## src/rtl/core/trsm_pkg.sv

```systemverilog
package trsm_pkg;

    localparam int unsigned CODE_W = 4;
    localparam int unsigned SEQ_W  = 32;
    localparam int unsigned WND_W  = 16;
    localparam int unsigned FLAG_W = 6;
    localparam int unsigned CTL_W  = 2;

    localparam int unsigned IN_DATA_W  = 192;
    localparam int unsigned OUT_DATA_W = 96;

    // connection state codes as seen on the ports
    localparam logic [CODE_W-1:0] CODE_CLOSED     = 4'd0;
    localparam logic [CODE_W-1:0] CODE_LISTEN     = 4'd1;
    localparam logic [CODE_W-1:0] CODE_SYN_RECV   = 4'd2;
    localparam logic [CODE_W-1:0] CODE_SYN_SENT   = 4'd3;
    localparam logic [CODE_W-1:0] CODE_ESTAB      = 4'd4;
    localparam logic [CODE_W-1:0] CODE_CLOSE_WAIT = 4'd5;
    localparam logic [CODE_W-1:0] CODE_LAST_ACK   = 4'd6;
    localparam logic [CODE_W-1:0] CODE_FIN_WAIT1  = 4'd7;
    localparam logic [CODE_W-1:0] CODE_FIN_WAIT2  = 4'd8;
    localparam logic [CODE_W-1:0] CODE_CLOSING    = 4'd9;
    localparam logic [CODE_W-1:0] CODE_TIME_WAIT  = 4'd10;

    // flag bit positions
    localparam int unsigned FLAG_FIN = 0;
    localparam int unsigned FLAG_SYN = 1;
    localparam int unsigned FLAG_ACK = 4;

    // control reply codes
    localparam logic [CTL_W-1:0] CTL_NONE   = 2'd0;
    localparam logic [CTL_W-1:0] CTL_ACK    = 2'd1;
    localparam logic [CTL_W-1:0] CTL_SYNACK = 2'd2;

    typedef enum logic [10:0] {
        ST_CLOSED     = 11'b000_0000_0001,
        ST_LISTEN     = 11'b000_0000_0010,
        ST_SYN_RECV   = 11'b000_0000_0100,
        ST_SYN_SENT   = 11'b000_0000_1000,
        ST_ESTAB      = 11'b000_0001_0000,
        ST_CLOSE_WAIT = 11'b000_0010_0000,
        ST_LAST_ACK   = 11'b000_0100_0000,
        ST_FIN_WAIT1  = 11'b000_1000_0000,
        ST_FIN_WAIT2  = 11'b001_0000_0000,
        ST_CLOSING    = 11'b010_0000_0000,
        ST_TIME_WAIT  = 11'b100_0000_0000
    } tcp_state_t;

    typedef struct packed {
        logic              mode;
        logic [CODE_W-1:0] new_state;
        logic [FLAG_W-1:0] flags;
        logic [SEQ_W-1:0]  seq;
        logic [SEQ_W-1:0]  seq_end;
        logic [SEQ_W-1:0]  ack_num;
        logic [WND_W-1:0]  peer_window;
        logic [WND_W-1:0]  payload_len;
        logic [SEQ_W-1:0]  send_next;
        logic [WND_W-1:0]  recv_window;
    } in_item_t;

    typedef struct packed {
        tcp_state_t       state;
        logic [SEQ_W-1:0] rcv_nxt;
        logic [SEQ_W-1:0] snd_una;
        logic [WND_W-1:0] snd_wnd;
    } conn_ctx_t;

    typedef struct packed {
        logic [CODE_W-1:0] conn_state;
        logic [CTL_W-1:0]  send_control;
        logic              segment_dropped;
        logic              deliver_payload;
        logic              window_updated;
        logic              established_now;
        logic              start_timewait;
        logic              release_res;
        logic [WND_W-1:0]  send_window;
        logic [SEQ_W-1:0]  acked_upto;
        logic [SEQ_W-1:0]  rcv_next;
    } result_t;

    function automatic tcp_state_t code_to_state(input logic [CODE_W-1:0] code);
        tcp_state_t st;
        unique case (code)
            CODE_CLOSED:     st = ST_CLOSED;
            CODE_LISTEN:     st = ST_LISTEN;
            CODE_SYN_RECV:   st = ST_SYN_RECV;
            CODE_SYN_SENT:   st = ST_SYN_SENT;
            CODE_ESTAB:      st = ST_ESTAB;
            CODE_CLOSE_WAIT: st = ST_CLOSE_WAIT;
            CODE_LAST_ACK:   st = ST_LAST_ACK;
            CODE_FIN_WAIT1:  st = ST_FIN_WAIT1;
            CODE_FIN_WAIT2:  st = ST_FIN_WAIT2;
            CODE_CLOSING:    st = ST_CLOSING;
            CODE_TIME_WAIT:  st = ST_TIME_WAIT;
            default:         st = ST_CLOSED;
        endcase
        return st;
    endfunction

    function automatic logic [CODE_W-1:0] state_to_code(input tcp_state_t st);
        logic [CODE_W-1:0] code;
        unique case (st)
            ST_CLOSED:     code = CODE_CLOSED;
            ST_LISTEN:     code = CODE_LISTEN;
            ST_SYN_RECV:   code = CODE_SYN_RECV;
            ST_SYN_SENT:   code = CODE_SYN_SENT;
            ST_ESTAB:      code = CODE_ESTAB;
            ST_CLOSE_WAIT: code = CODE_CLOSE_WAIT;
            ST_LAST_ACK:   code = CODE_LAST_ACK;
            ST_FIN_WAIT1:  code = CODE_FIN_WAIT1;
            ST_FIN_WAIT2:  code = CODE_FIN_WAIT2;
            ST_CLOSING:    code = CODE_CLOSING;
            ST_TIME_WAIT:  code = CODE_TIME_WAIT;
            default:       code = CODE_CLOSED;
        endcase
        return code;
    endfunction

    // a before b, modulo 2^32
    function automatic logic seq_lt(input logic [SEQ_W-1:0] a, input logic [SEQ_W-1:0] b);
        logic [SEQ_W-1:0] diff;
        diff = a - b;
        return diff[SEQ_W-1];
    endfunction

    function automatic logic seq_le(input logic [SEQ_W-1:0] a, input logic [SEQ_W-1:0] b);
        return (a == b) || seq_lt(a, b);
    endfunction

endpackage

```

## src/rtl/core/tcp_receive_state_machine_core.sv

```systemverilog
// Receive-side TCP state machine for one connection. Each slave transfer is
// either a segment header (s_tuser = 0) or a local command (s_tuser = 1) that
// sets the connection state and the initial send sequence; each one yields
// exactly one master transfer with the state, the control reply, event flags,
// send window, snd_una and rcv_nxt after that item. Throughput is one item
// per clock while the result output is not stalled; items pass the input
// register, then the result register. The connection context (state, rcv_nxt,
// snd_una, send window) is written in the same cycle as the result register,
// so the next item in the input register already sees it. A new item is taken
// while a result waits as long as the input register is free.
module tcp_receive_state_machine_core (
    input  logic                             clk,
    input  logic                             rst_n,
    // item input
    input  logic                             s_tvalid,
    output logic                             s_tready,
    // s_tdata, from bit 0: new_state[3:0], flags[9:4], seq[41:10],
    // seq_end[73:42], ack_num[105:74], peer_window[121:106],
    // payload_len[137:122], send_next[169:138], recv_window[185:170], zeros
    input  logic [trsm_pkg::IN_DATA_W-1:0]   s_tdata,
    // s_tuser: mode (0 segment, 1 local command)
    input  logic                             s_tuser,
    // result output
    output logic                             m_tvalid,
    input  logic                             m_tready,
    // m_tdata, from bit 0: conn_state[3:0], send_control[5:4],
    // segment_dropped[6], deliver_payload[7], window_updated[8],
    // established_now[9], start_timewait[10], release_res[11],
    // send_window[27:12], acked_upto[59:28], rcv_next[91:60], zeros
    output logic [trsm_pkg::OUT_DATA_W-1:0]  m_tdata
);

    logic                item_valid;
    trsm_pkg::in_item_t  item;
    logic                advance;

    trsm_pkg::conn_ctx_t ctx_reg;
    trsm_pkg::conn_ctx_t ctx_next;
    trsm_pkg::result_t   res_calc;
    trsm_pkg::result_t   res_reg;
    logic                out_valid_reg;
    logic                out_valid_next;

    // item moves on when the result slot is empty or being drained
    assign advance = item_valid && (!out_valid_reg || m_tready);

    trsm_in_stage u_in_stage (
        .clk        (clk),
        .rst_n      (rst_n),
        .s_tvalid   (s_tvalid),
        .s_tready   (s_tready),
        .s_tdata    (s_tdata),
        .s_tuser    (s_tuser),
        .advance    (advance),
        .item_valid (item_valid),
        .item       (item)
    );

    trsm_next u_next (
        .item     (item),
        .ctx      (ctx_reg),
        .ctx_next (ctx_next),
        .result   (res_calc)
    );

    always_comb
    begin
        out_valid_next = out_valid_reg;
        if (advance)
        begin
            out_valid_next = 1'b1;
        end
        else if (m_tready)
        begin
            out_valid_next = 1'b0;
        end
    end

    // connection context and output valid
    always_ff @(posedge clk or negedge rst_n)
    begin
        if (!rst_n)
        begin
            ctx_reg.state   <= trsm_pkg::ST_CLOSED;
            ctx_reg.rcv_nxt <= '0;
            ctx_reg.snd_una <= '0;
            ctx_reg.snd_wnd <= '0;
            out_valid_reg   <= 1'b0;
        end
        else
        begin
            if (advance)
            begin
                ctx_reg <= ctx_next;
            end
            out_valid_reg <= out_valid_next;
        end
    end

    // result payload
    always_ff @(posedge clk)
    begin
        if (advance)
        begin
            res_reg <= res_calc;
        end
    end

    assign m_tvalid = out_valid_reg;
    assign m_tdata  = {4'b0000,
                       res_reg.rcv_next,
                       res_reg.acked_upto,
                       res_reg.send_window,
                       res_reg.release_res,
                       res_reg.start_timewait,
                       res_reg.established_now,
                       res_reg.window_updated,
                       res_reg.deliver_payload,
                       res_reg.segment_dropped,
                       res_reg.send_control,
                       res_reg.conn_state};

endmodule

```

## src/rtl/core/trsm_in_stage.sv

```systemverilog
module trsm_in_stage (
    input  logic                                clk,
    input  logic                                rst_n,
    input  logic                                s_tvalid,
    output logic                                s_tready,
    input  logic [trsm_pkg::IN_DATA_W-1:0]      s_tdata,
    input  logic                                s_tuser,
    input  logic                                advance,
    output logic                                item_valid,
    output trsm_pkg::in_item_t                  item
);

    logic               valid_reg;
    logic               valid_next;
    trsm_pkg::in_item_t item_reg;
    trsm_pkg::in_item_t item_next;

    // free slot, or the held item leaves this cycle
    assign s_tready = !valid_reg || advance;

    always_comb
    begin
        item_next             = item_reg;
        valid_next            = valid_reg && !advance;
        if (s_tvalid && s_tready)
        begin
            valid_next            = 1'b1;
            item_next.mode        = s_tuser;
            item_next.new_state   = s_tdata[3:0];
            item_next.flags       = s_tdata[9:4];
            item_next.seq         = s_tdata[41:10];
            item_next.seq_end     = s_tdata[73:42];
            item_next.ack_num     = s_tdata[105:74];
            item_next.peer_window = s_tdata[121:106];
            item_next.payload_len = s_tdata[137:122];
            item_next.send_next   = s_tdata[169:138];
            item_next.recv_window = s_tdata[185:170];
        end
    end

    always_ff @(posedge clk or negedge rst_n)
    begin
        if (!rst_n)
        begin
            valid_reg <= 1'b0;
        end
        else
        begin
            valid_reg <= valid_next;
        end
    end

    always_ff @(posedge clk)
    begin
        item_reg <= item_next;
    end

    assign item_valid = valid_reg;
    assign item       = item_reg;

endmodule

```

## src/rtl/core/trsm_next.sv

```systemverilog
module trsm_next (
    input  trsm_pkg::in_item_t  item,
    input  trsm_pkg::conn_ctx_t ctx,
    output trsm_pkg::conn_ctx_t ctx_next,
    output trsm_pkg::result_t   result
);

    logic [trsm_pkg::SEQ_W-1:0] rcv_end;
    logic [trsm_pkg::WND_W-1:0] wnd_min1;
    logic                       in_window;
    logic                       ack_ok;
    logic                       f_fin;
    logic                       f_syn;
    logic                       f_ack;

    assign f_fin = item.flags[trsm_pkg::FLAG_FIN];
    assign f_syn = item.flags[trsm_pkg::FLAG_SYN];
    assign f_ack = item.flags[trsm_pkg::FLAG_ACK];

    // receive window at least one byte wide
    assign wnd_min1  = (item.recv_window > trsm_pkg::WND_W'(1)) ? item.recv_window
                                                                : trsm_pkg::WND_W'(1);
    assign rcv_end   = ctx.rcv_nxt + trsm_pkg::SEQ_W'(wnd_min1);
    assign in_window = trsm_pkg::seq_lt(item.seq, rcv_end)
                    && trsm_pkg::seq_le(ctx.rcv_nxt, item.seq_end);

    // ack between snd_una and snd_nxt
    assign ack_ok = trsm_pkg::seq_le(ctx.snd_una, item.ack_num)
                 && trsm_pkg::seq_le(item.ack_num, item.send_next);

    always_comb
    begin
        trsm_pkg::tcp_state_t st;
        logic                 done;
        st       = ctx.state;
        done     = 1'b0;
        ctx_next = ctx;
        result   = '0;

        if (item.mode)
        begin
            if (item.new_state <= trsm_pkg::CODE_TIME_WAIT)
            begin
                ctx_next.state   = trsm_pkg::code_to_state(item.new_state);
                ctx_next.snd_una = item.send_next;
            end
        end
        else
        begin
            unique case (ctx.state)
                trsm_pkg::ST_CLOSED:
                begin
                end
                trsm_pkg::ST_LISTEN:
                begin
                    if (f_syn)
                    begin
                        ctx_next.snd_una    = item.send_next;
                        ctx_next.rcv_nxt    = item.seq + trsm_pkg::SEQ_W'(1);
                        result.send_control = trsm_pkg::CTL_SYNACK;
                        ctx_next.state      = trsm_pkg::ST_SYN_RECV;
                    end
                end
                trsm_pkg::ST_SYN_RECV:
                begin
                    if (f_ack)
                    begin
                        if (ack_ok)
                        begin
                            ctx_next.snd_una      = item.ack_num;
                            ctx_next.snd_wnd      = item.peer_window;
                            result.window_updated = 1'b1;
                        end
                        ctx_next.state         = trsm_pkg::ST_ESTAB;
                        result.established_now = 1'b1;
                    end
                end
                trsm_pkg::ST_SYN_SENT:
                begin
                    if (f_ack && ack_ok)
                    begin
                        ctx_next.snd_una      = item.ack_num;
                        ctx_next.snd_wnd      = item.peer_window;
                        result.window_updated = 1'b1;
                    end
                    if (f_syn)
                    begin
                        ctx_next.rcv_nxt       = item.seq + trsm_pkg::SEQ_W'(1);
                        result.send_control    = trsm_pkg::CTL_ACK;
                        ctx_next.state         = trsm_pkg::ST_ESTAB;
                        result.established_now = 1'b1;
                    end
                end
                default:
                begin
                    // synchronized states: window check first
                    if (!in_window)
                    begin
                        result.segment_dropped = 1'b1;
                    end
                    else
                    begin
                        ctx_next.rcv_nxt = item.seq_end;
                        if (st == trsm_pkg::ST_FIN_WAIT1 && f_ack)
                        begin
                            if (ack_ok)
                            begin
                                ctx_next.snd_una      = item.ack_num;
                                ctx_next.snd_wnd      = item.peer_window;
                                result.window_updated = 1'b1;
                            end
                            st = trsm_pkg::ST_FIN_WAIT2;
                        end
                        // FIN_WAIT1 with ACK and FIN falls through to here
                        if (st == trsm_pkg::ST_FIN_WAIT2 && f_fin)
                        begin
                            result.send_control   = trsm_pkg::CTL_ACK;
                            result.start_timewait = 1'b1;
                            st                    = trsm_pkg::ST_TIME_WAIT;
                            done                  = 1'b1;
                        end
                        if (!done && st == trsm_pkg::ST_LAST_ACK)
                        begin
                            if (f_ack)
                            begin
                                result.release_res = 1'b1;
                                st                 = trsm_pkg::ST_CLOSED;
                            end
                            done = 1'b1;
                        end
                        if (!done && st == trsm_pkg::ST_ESTAB)
                        begin
                            if (f_ack && ack_ok)
                            begin
                                ctx_next.snd_una      = item.ack_num;
                                ctx_next.snd_wnd      = item.peer_window;
                                result.window_updated = 1'b1;
                            end
                            if (f_fin)
                            begin
                                result.send_control = trsm_pkg::CTL_ACK;
                                st                  = trsm_pkg::ST_CLOSE_WAIT;
                                done                = 1'b1;
                            end
                        end
                        if (!done && item.payload_len != '0)
                        begin
                            result.deliver_payload = 1'b1;
                            result.send_control    = trsm_pkg::CTL_ACK;
                        end
                        ctx_next.state = st;
                    end
                end
            endcase
        end

        result.conn_state  = trsm_pkg::state_to_code(ctx_next.state);
        result.send_window = ctx_next.snd_wnd;
        result.acked_upto  = ctx_next.snd_una;
        result.rcv_next    = ctx_next.rcv_nxt;
    end

endmodule

```

## config.mk

```make
export PLATFORM = sky130hd
export DESIGN_NAME = tcp_receive_state_machine_core
export DESIGN_NICKNAME = d
export VERILOG_FILES = /design/src/rtl/core/trsm_pkg.sv /design/src/rtl/core/tcp_receive_state_machine_core.sv /design/src/rtl/core/trsm_in_stage.sv /design/src/rtl/core/trsm_next.sv
export SDC_FILE = /design/constraint.sdc
export NUM_CORES = 1
export LEC_CHECK = 0
export BUFFER_PORTS_ARGS = -buffer_cell sky130_fd_sc_hd__buf_2
export CAP_MARGIN = 20
export CORE_ASPECT_RATIO = 0.9
export CORE_MARGIN = 1.5
export CORE_UTILIZATION = 55
export CTS_BUF_LIST = sky130_fd_sc_hd__clkbuf_4 sky130_fd_sc_hd__clkbuf_8
export CTS_CLUSTER_DIAMETER = 30
export CTS_CLUSTER_SIZE = 12
export DETAILED_ROUTE_END_ITERATION = 8
export GPL_TIMING_DRIVEN = 0
export PLACE_DENSITY = 0.77
export SLEW_MARGIN = 20
export SYNTH_ARGS = -nofsm -noshare
export SYNTH_HDL_FRONTEND = slang
export SYNTH_SLANG_ARGS = --single-unit
```

## constraint.sdc

```tcl
create_clock -name clk -period 15.4 [get_ports clk]
set_input_delay 0 -clock clk [delete_from_list [all_inputs] [get_ports clk]]
set_output_delay 0 -clock clk [all_outputs]
set_load 0.01 [all_outputs]
```

==> metrics <==
Avg Inst Size Synth=around 10 um2; Setup CP Type=flip-flop to flip-flop; complex-gate fraction of the synthesized area=0.176; most frequent standard cell in the layout excluding fill and tap cells=buf_2; FF/Latch Area=10800 um2; Reg-to-Reg Start=u_in_stage.item[14]; Post-DRT Antenna Nets=0; number of synthesized flops with an enable pin=around 280; relative slew slack=0.196; depth of the CTS H-tree=3; Logic pwr share=0.381; fraction of final layout cells with drive strength greater than 1=0.178; multiplexer area fraction after synthesis=0.0233; Switch Pwr=approximately 0.0017 W; proportion of register bits with asynchronous set or reset after synthesis=0.245; post-synthesis share of cell area spent on full adders, half adders and majority gates=0.0967; WL final=roughly 71000 um; Worst Clk Skew=45.3 ps; CTS Buffer Depth=3; input/output buffers=~280; Sw Ratio=0.397; site row count=67; Worst path slowest cell=a211oi_1; clock tree from TritonCTS=done; area share of and/or/nand/nor cells after synthesis=0.120; final-report setup violation count=0; Final Hold Vio Count=0; required time of the worst setup path=15850 ps; net total in the final layout=a little under 3000; DR vias/cell=6.16; post-route setup TNS=0 ps; pin slew with the least headroom to its limit=1210 ps; Clock transition at path regs=around 70 ps; Final Hold Slack=approximately 20 ps; clock network fraction of total power=0.269; CTS root buffer=clkbuf_8; maximum number of pins on one net before global-route repair=between 100 and 150; main combinational cell family by area after synthesis=compound AO/OA/AOI/OAI gates; status=finished, final reports clean; start point of the worst min-delay path=s_tdata[145]; sequential fraction of design power=0.350; worst-case register-to-register setup slack=~9200 ps; hold crit path type=primary input to flip-flop; total overflow reported by the global router=0; Post-DP HPWL=between 40000 and 50000 um; Max-cap violations=0; Largest register FFs=184; critical path endpoint category=flip-flop; Slowest Stage Delay on Critical Path=approximately 630 ps; crit path launch type=flip-flop; post-DR wirelength/cell=approximately 22 um; fill cell count=~2700; setup repair after global routing missed its margin=no; sequence of cells on the critical path=nor4_1, a41oi_1, ha_1, a21o_1, ha_1, a211oi_1, o21ai_0, a31o_2, o211a_1, a211oi_1, nor3_2, buf_2, a41oi_2, clkbuf_1, o21ai_0, a32oi_1; share of Yosys cell area claimed by the top area cell type=0.392; number of antenna violations at the first check in global routing=2; synthesized instance count=~2000; CTS Buf Count=77; internal power contribution=roughly 0.0026 W; final count of pins violating max slew=0; reg2reg path depth=16; number of unique standard cell types used by synthesis=between 80 and 90; Iteration-0 DRC Markers=approximately 2400; min Tclk post-route=roughly 6000 ps; DIE AREA=slightly below 40000 um2; worst ir drop on vdd=roughly 85 uV; endpoint of the worst-slack reg-to-reg timing path=m_tdata[54]; global-route wire length before repair=108000 um; via count=slightly below 20000; number of clock sinks=380; die height=189 um; Die X-Extent=210 um; critical path data arrival time=6600 ps; cell area power density=between 150 and 200 nW/um2; share of the core filled with cells in the final layout=0.718; upper clock frequency limit=163 MHz; Initial Utilization=0.563; number of top-level pins=between 200 and 300; number of synthesized register bits=380; final weighted congestion of routability-driven global placement=between 0.9 and 1; cell family with most CP delay=compound AO/OA/AOI/OAI gates; # DRC=0; xor-xnor portion of the synthesized cell area=0.0157; commonest cells after routing, fill and taps aside=290 x buf_2, 276 x edfxtp_1, 259 x nand2_1; post-synth top area cell=edfxtp_1; via count of the first global-routing pass=19500; leakage dissipation=11.7 nW; All-Layer GR Usage=0.355; core area=roughly 38000 um2; combined area of all synthesized cells=21200 um2; Buf+Inv Stages, Crit Path=2; clock network latency to the later pin of the worst-skew pair=slightly below 700 ps; primary flip-flop cell chosen by synthesis mapping=edfxtp_1; number of cells on the worst hold path=2; area taken by multi-input logic gates=9160 um2; Period Utilization, post-route=0.399; share of the yosys chip area belonging to registers=0.512; detailed-router iteration count before antenna repair=9; Crit Path Max Fanout=10; P&R area growth vs syn=27.5%; ranking of synthesized cells by area=edfxtp_1 39%, dfrtp_1 11%, ha_1 8.3%, nand2_1 4.6%, o21ai_0 3.7%; synth warn=0; hold path endpoint=u_in_stage.item[23]
-- final cells by class --
| class | instances | area share |
|---|---|---|
| flip-flops and latches | 380 | 0.402 |
| multi-input cells | 1365 | 0.340 |
| repair buffers | 477 | 0.127 |
| clock buffers | 88 | 0.0433 |
| inverters | 193 | 0.0271 |
| well taps | 483 | 0.0224 |
| clock inverters | 54 | 0.0210 |
| plain buffers | 110 | 0.0170 |
| diodes | 3 | 0.000278 |
-- cell families after synthesis --
kind of cell    Yosys count
compound gates          577
simple gates            547
flops                   380
buf+inv                 303
fa+ha+maj               155
mux                      44
xor+xnor                 38
other cells               1
-- worst max path at each step --
stage / startpoint / cells after the start / to / slack (ps)
floorplan: m_tvalid / 7 / flip-flop / 10190
global placement: m_tvalid / 7 / flip-flop / 8620
detailed placement: u_in_stage.item[15] / 16 / m_tdata[45] / 9730
CTS: u_in_stage.item[15] / 16 / m_tdata[51] / 9620
global route: u_in_stage.item[15] / 16 / m_tdata[54] / 9170
finish: u_in_stage.item[14] / 16 / m_tdata[54] / 9250
-- metrics by stage --
step	total power, W	instance area [um2]	cells	setup WS, ps
after floorplan	0.00256	21200	2048	10190
after global placement	0.00304	23200	2812	8620
after detailed placement	0.00309	23300	2817	9730
after CTS	0.00430	26900	3150	9620
after global routing	0.00461	27000	3152	9170
final	0.00439	27000	3153	9250
-- cell usage after synthesis, types with 12 or more instances --
cell type  count
mux2_2        13
a31oi_1       25
ha_1         141
o31ai_1       12
a22oi_1       23
xnor2_1       27
a211oi_1      12
o22ai_1       30
inv_1        192
a21boi_0      19
mux2i_1       20
fa_1          14
nor4_1        16
nor3_1        27
edfxtp_1     276
dfrtp_1       92
a21o_1        26
a22o_1        28
a221oi_1      12
nand3_1       33
a21oi_1      120
o21ai_1       12
o211ai_1      16
nand4_1       32
nor2_1        90
o221ai_1      14
o21ai_0      155
nand2_1      259
and3_1        37
clkbuf_1      86
-- repair_timing --
| action | CTS | global route |
|---|---|---|
| hold buffers | 191 | 0 |
| buffers inserted | 0 | 0 |
| hold endpoints to repair | 290 | 0 |
| resized for setup | 0 | 0 |
-- per-layer routing --
layer	track usage	wire length, um
met5	0	0
met1	0.467	28200
met3	0.107	8130
met4	0.164	3090
met2	0.544	31200
-- power groups by stage --
stage | registers, W | clock network (W) | logic (W)
global route | 0.00155 | 0.00123 | 0.00183
CTS | 0.00152 | 0.00117 | 0.00161
global placement | 0.00154 | 0 | 0.00150
floorplan | 0.00151 | 0 | 0.00106
detailed placement | 0.00154 | 0 | 0.00155
finish | 0.00154 | 0.00118 | 0.00167
No activity file was read; power rests on OpenSTA's default activity.
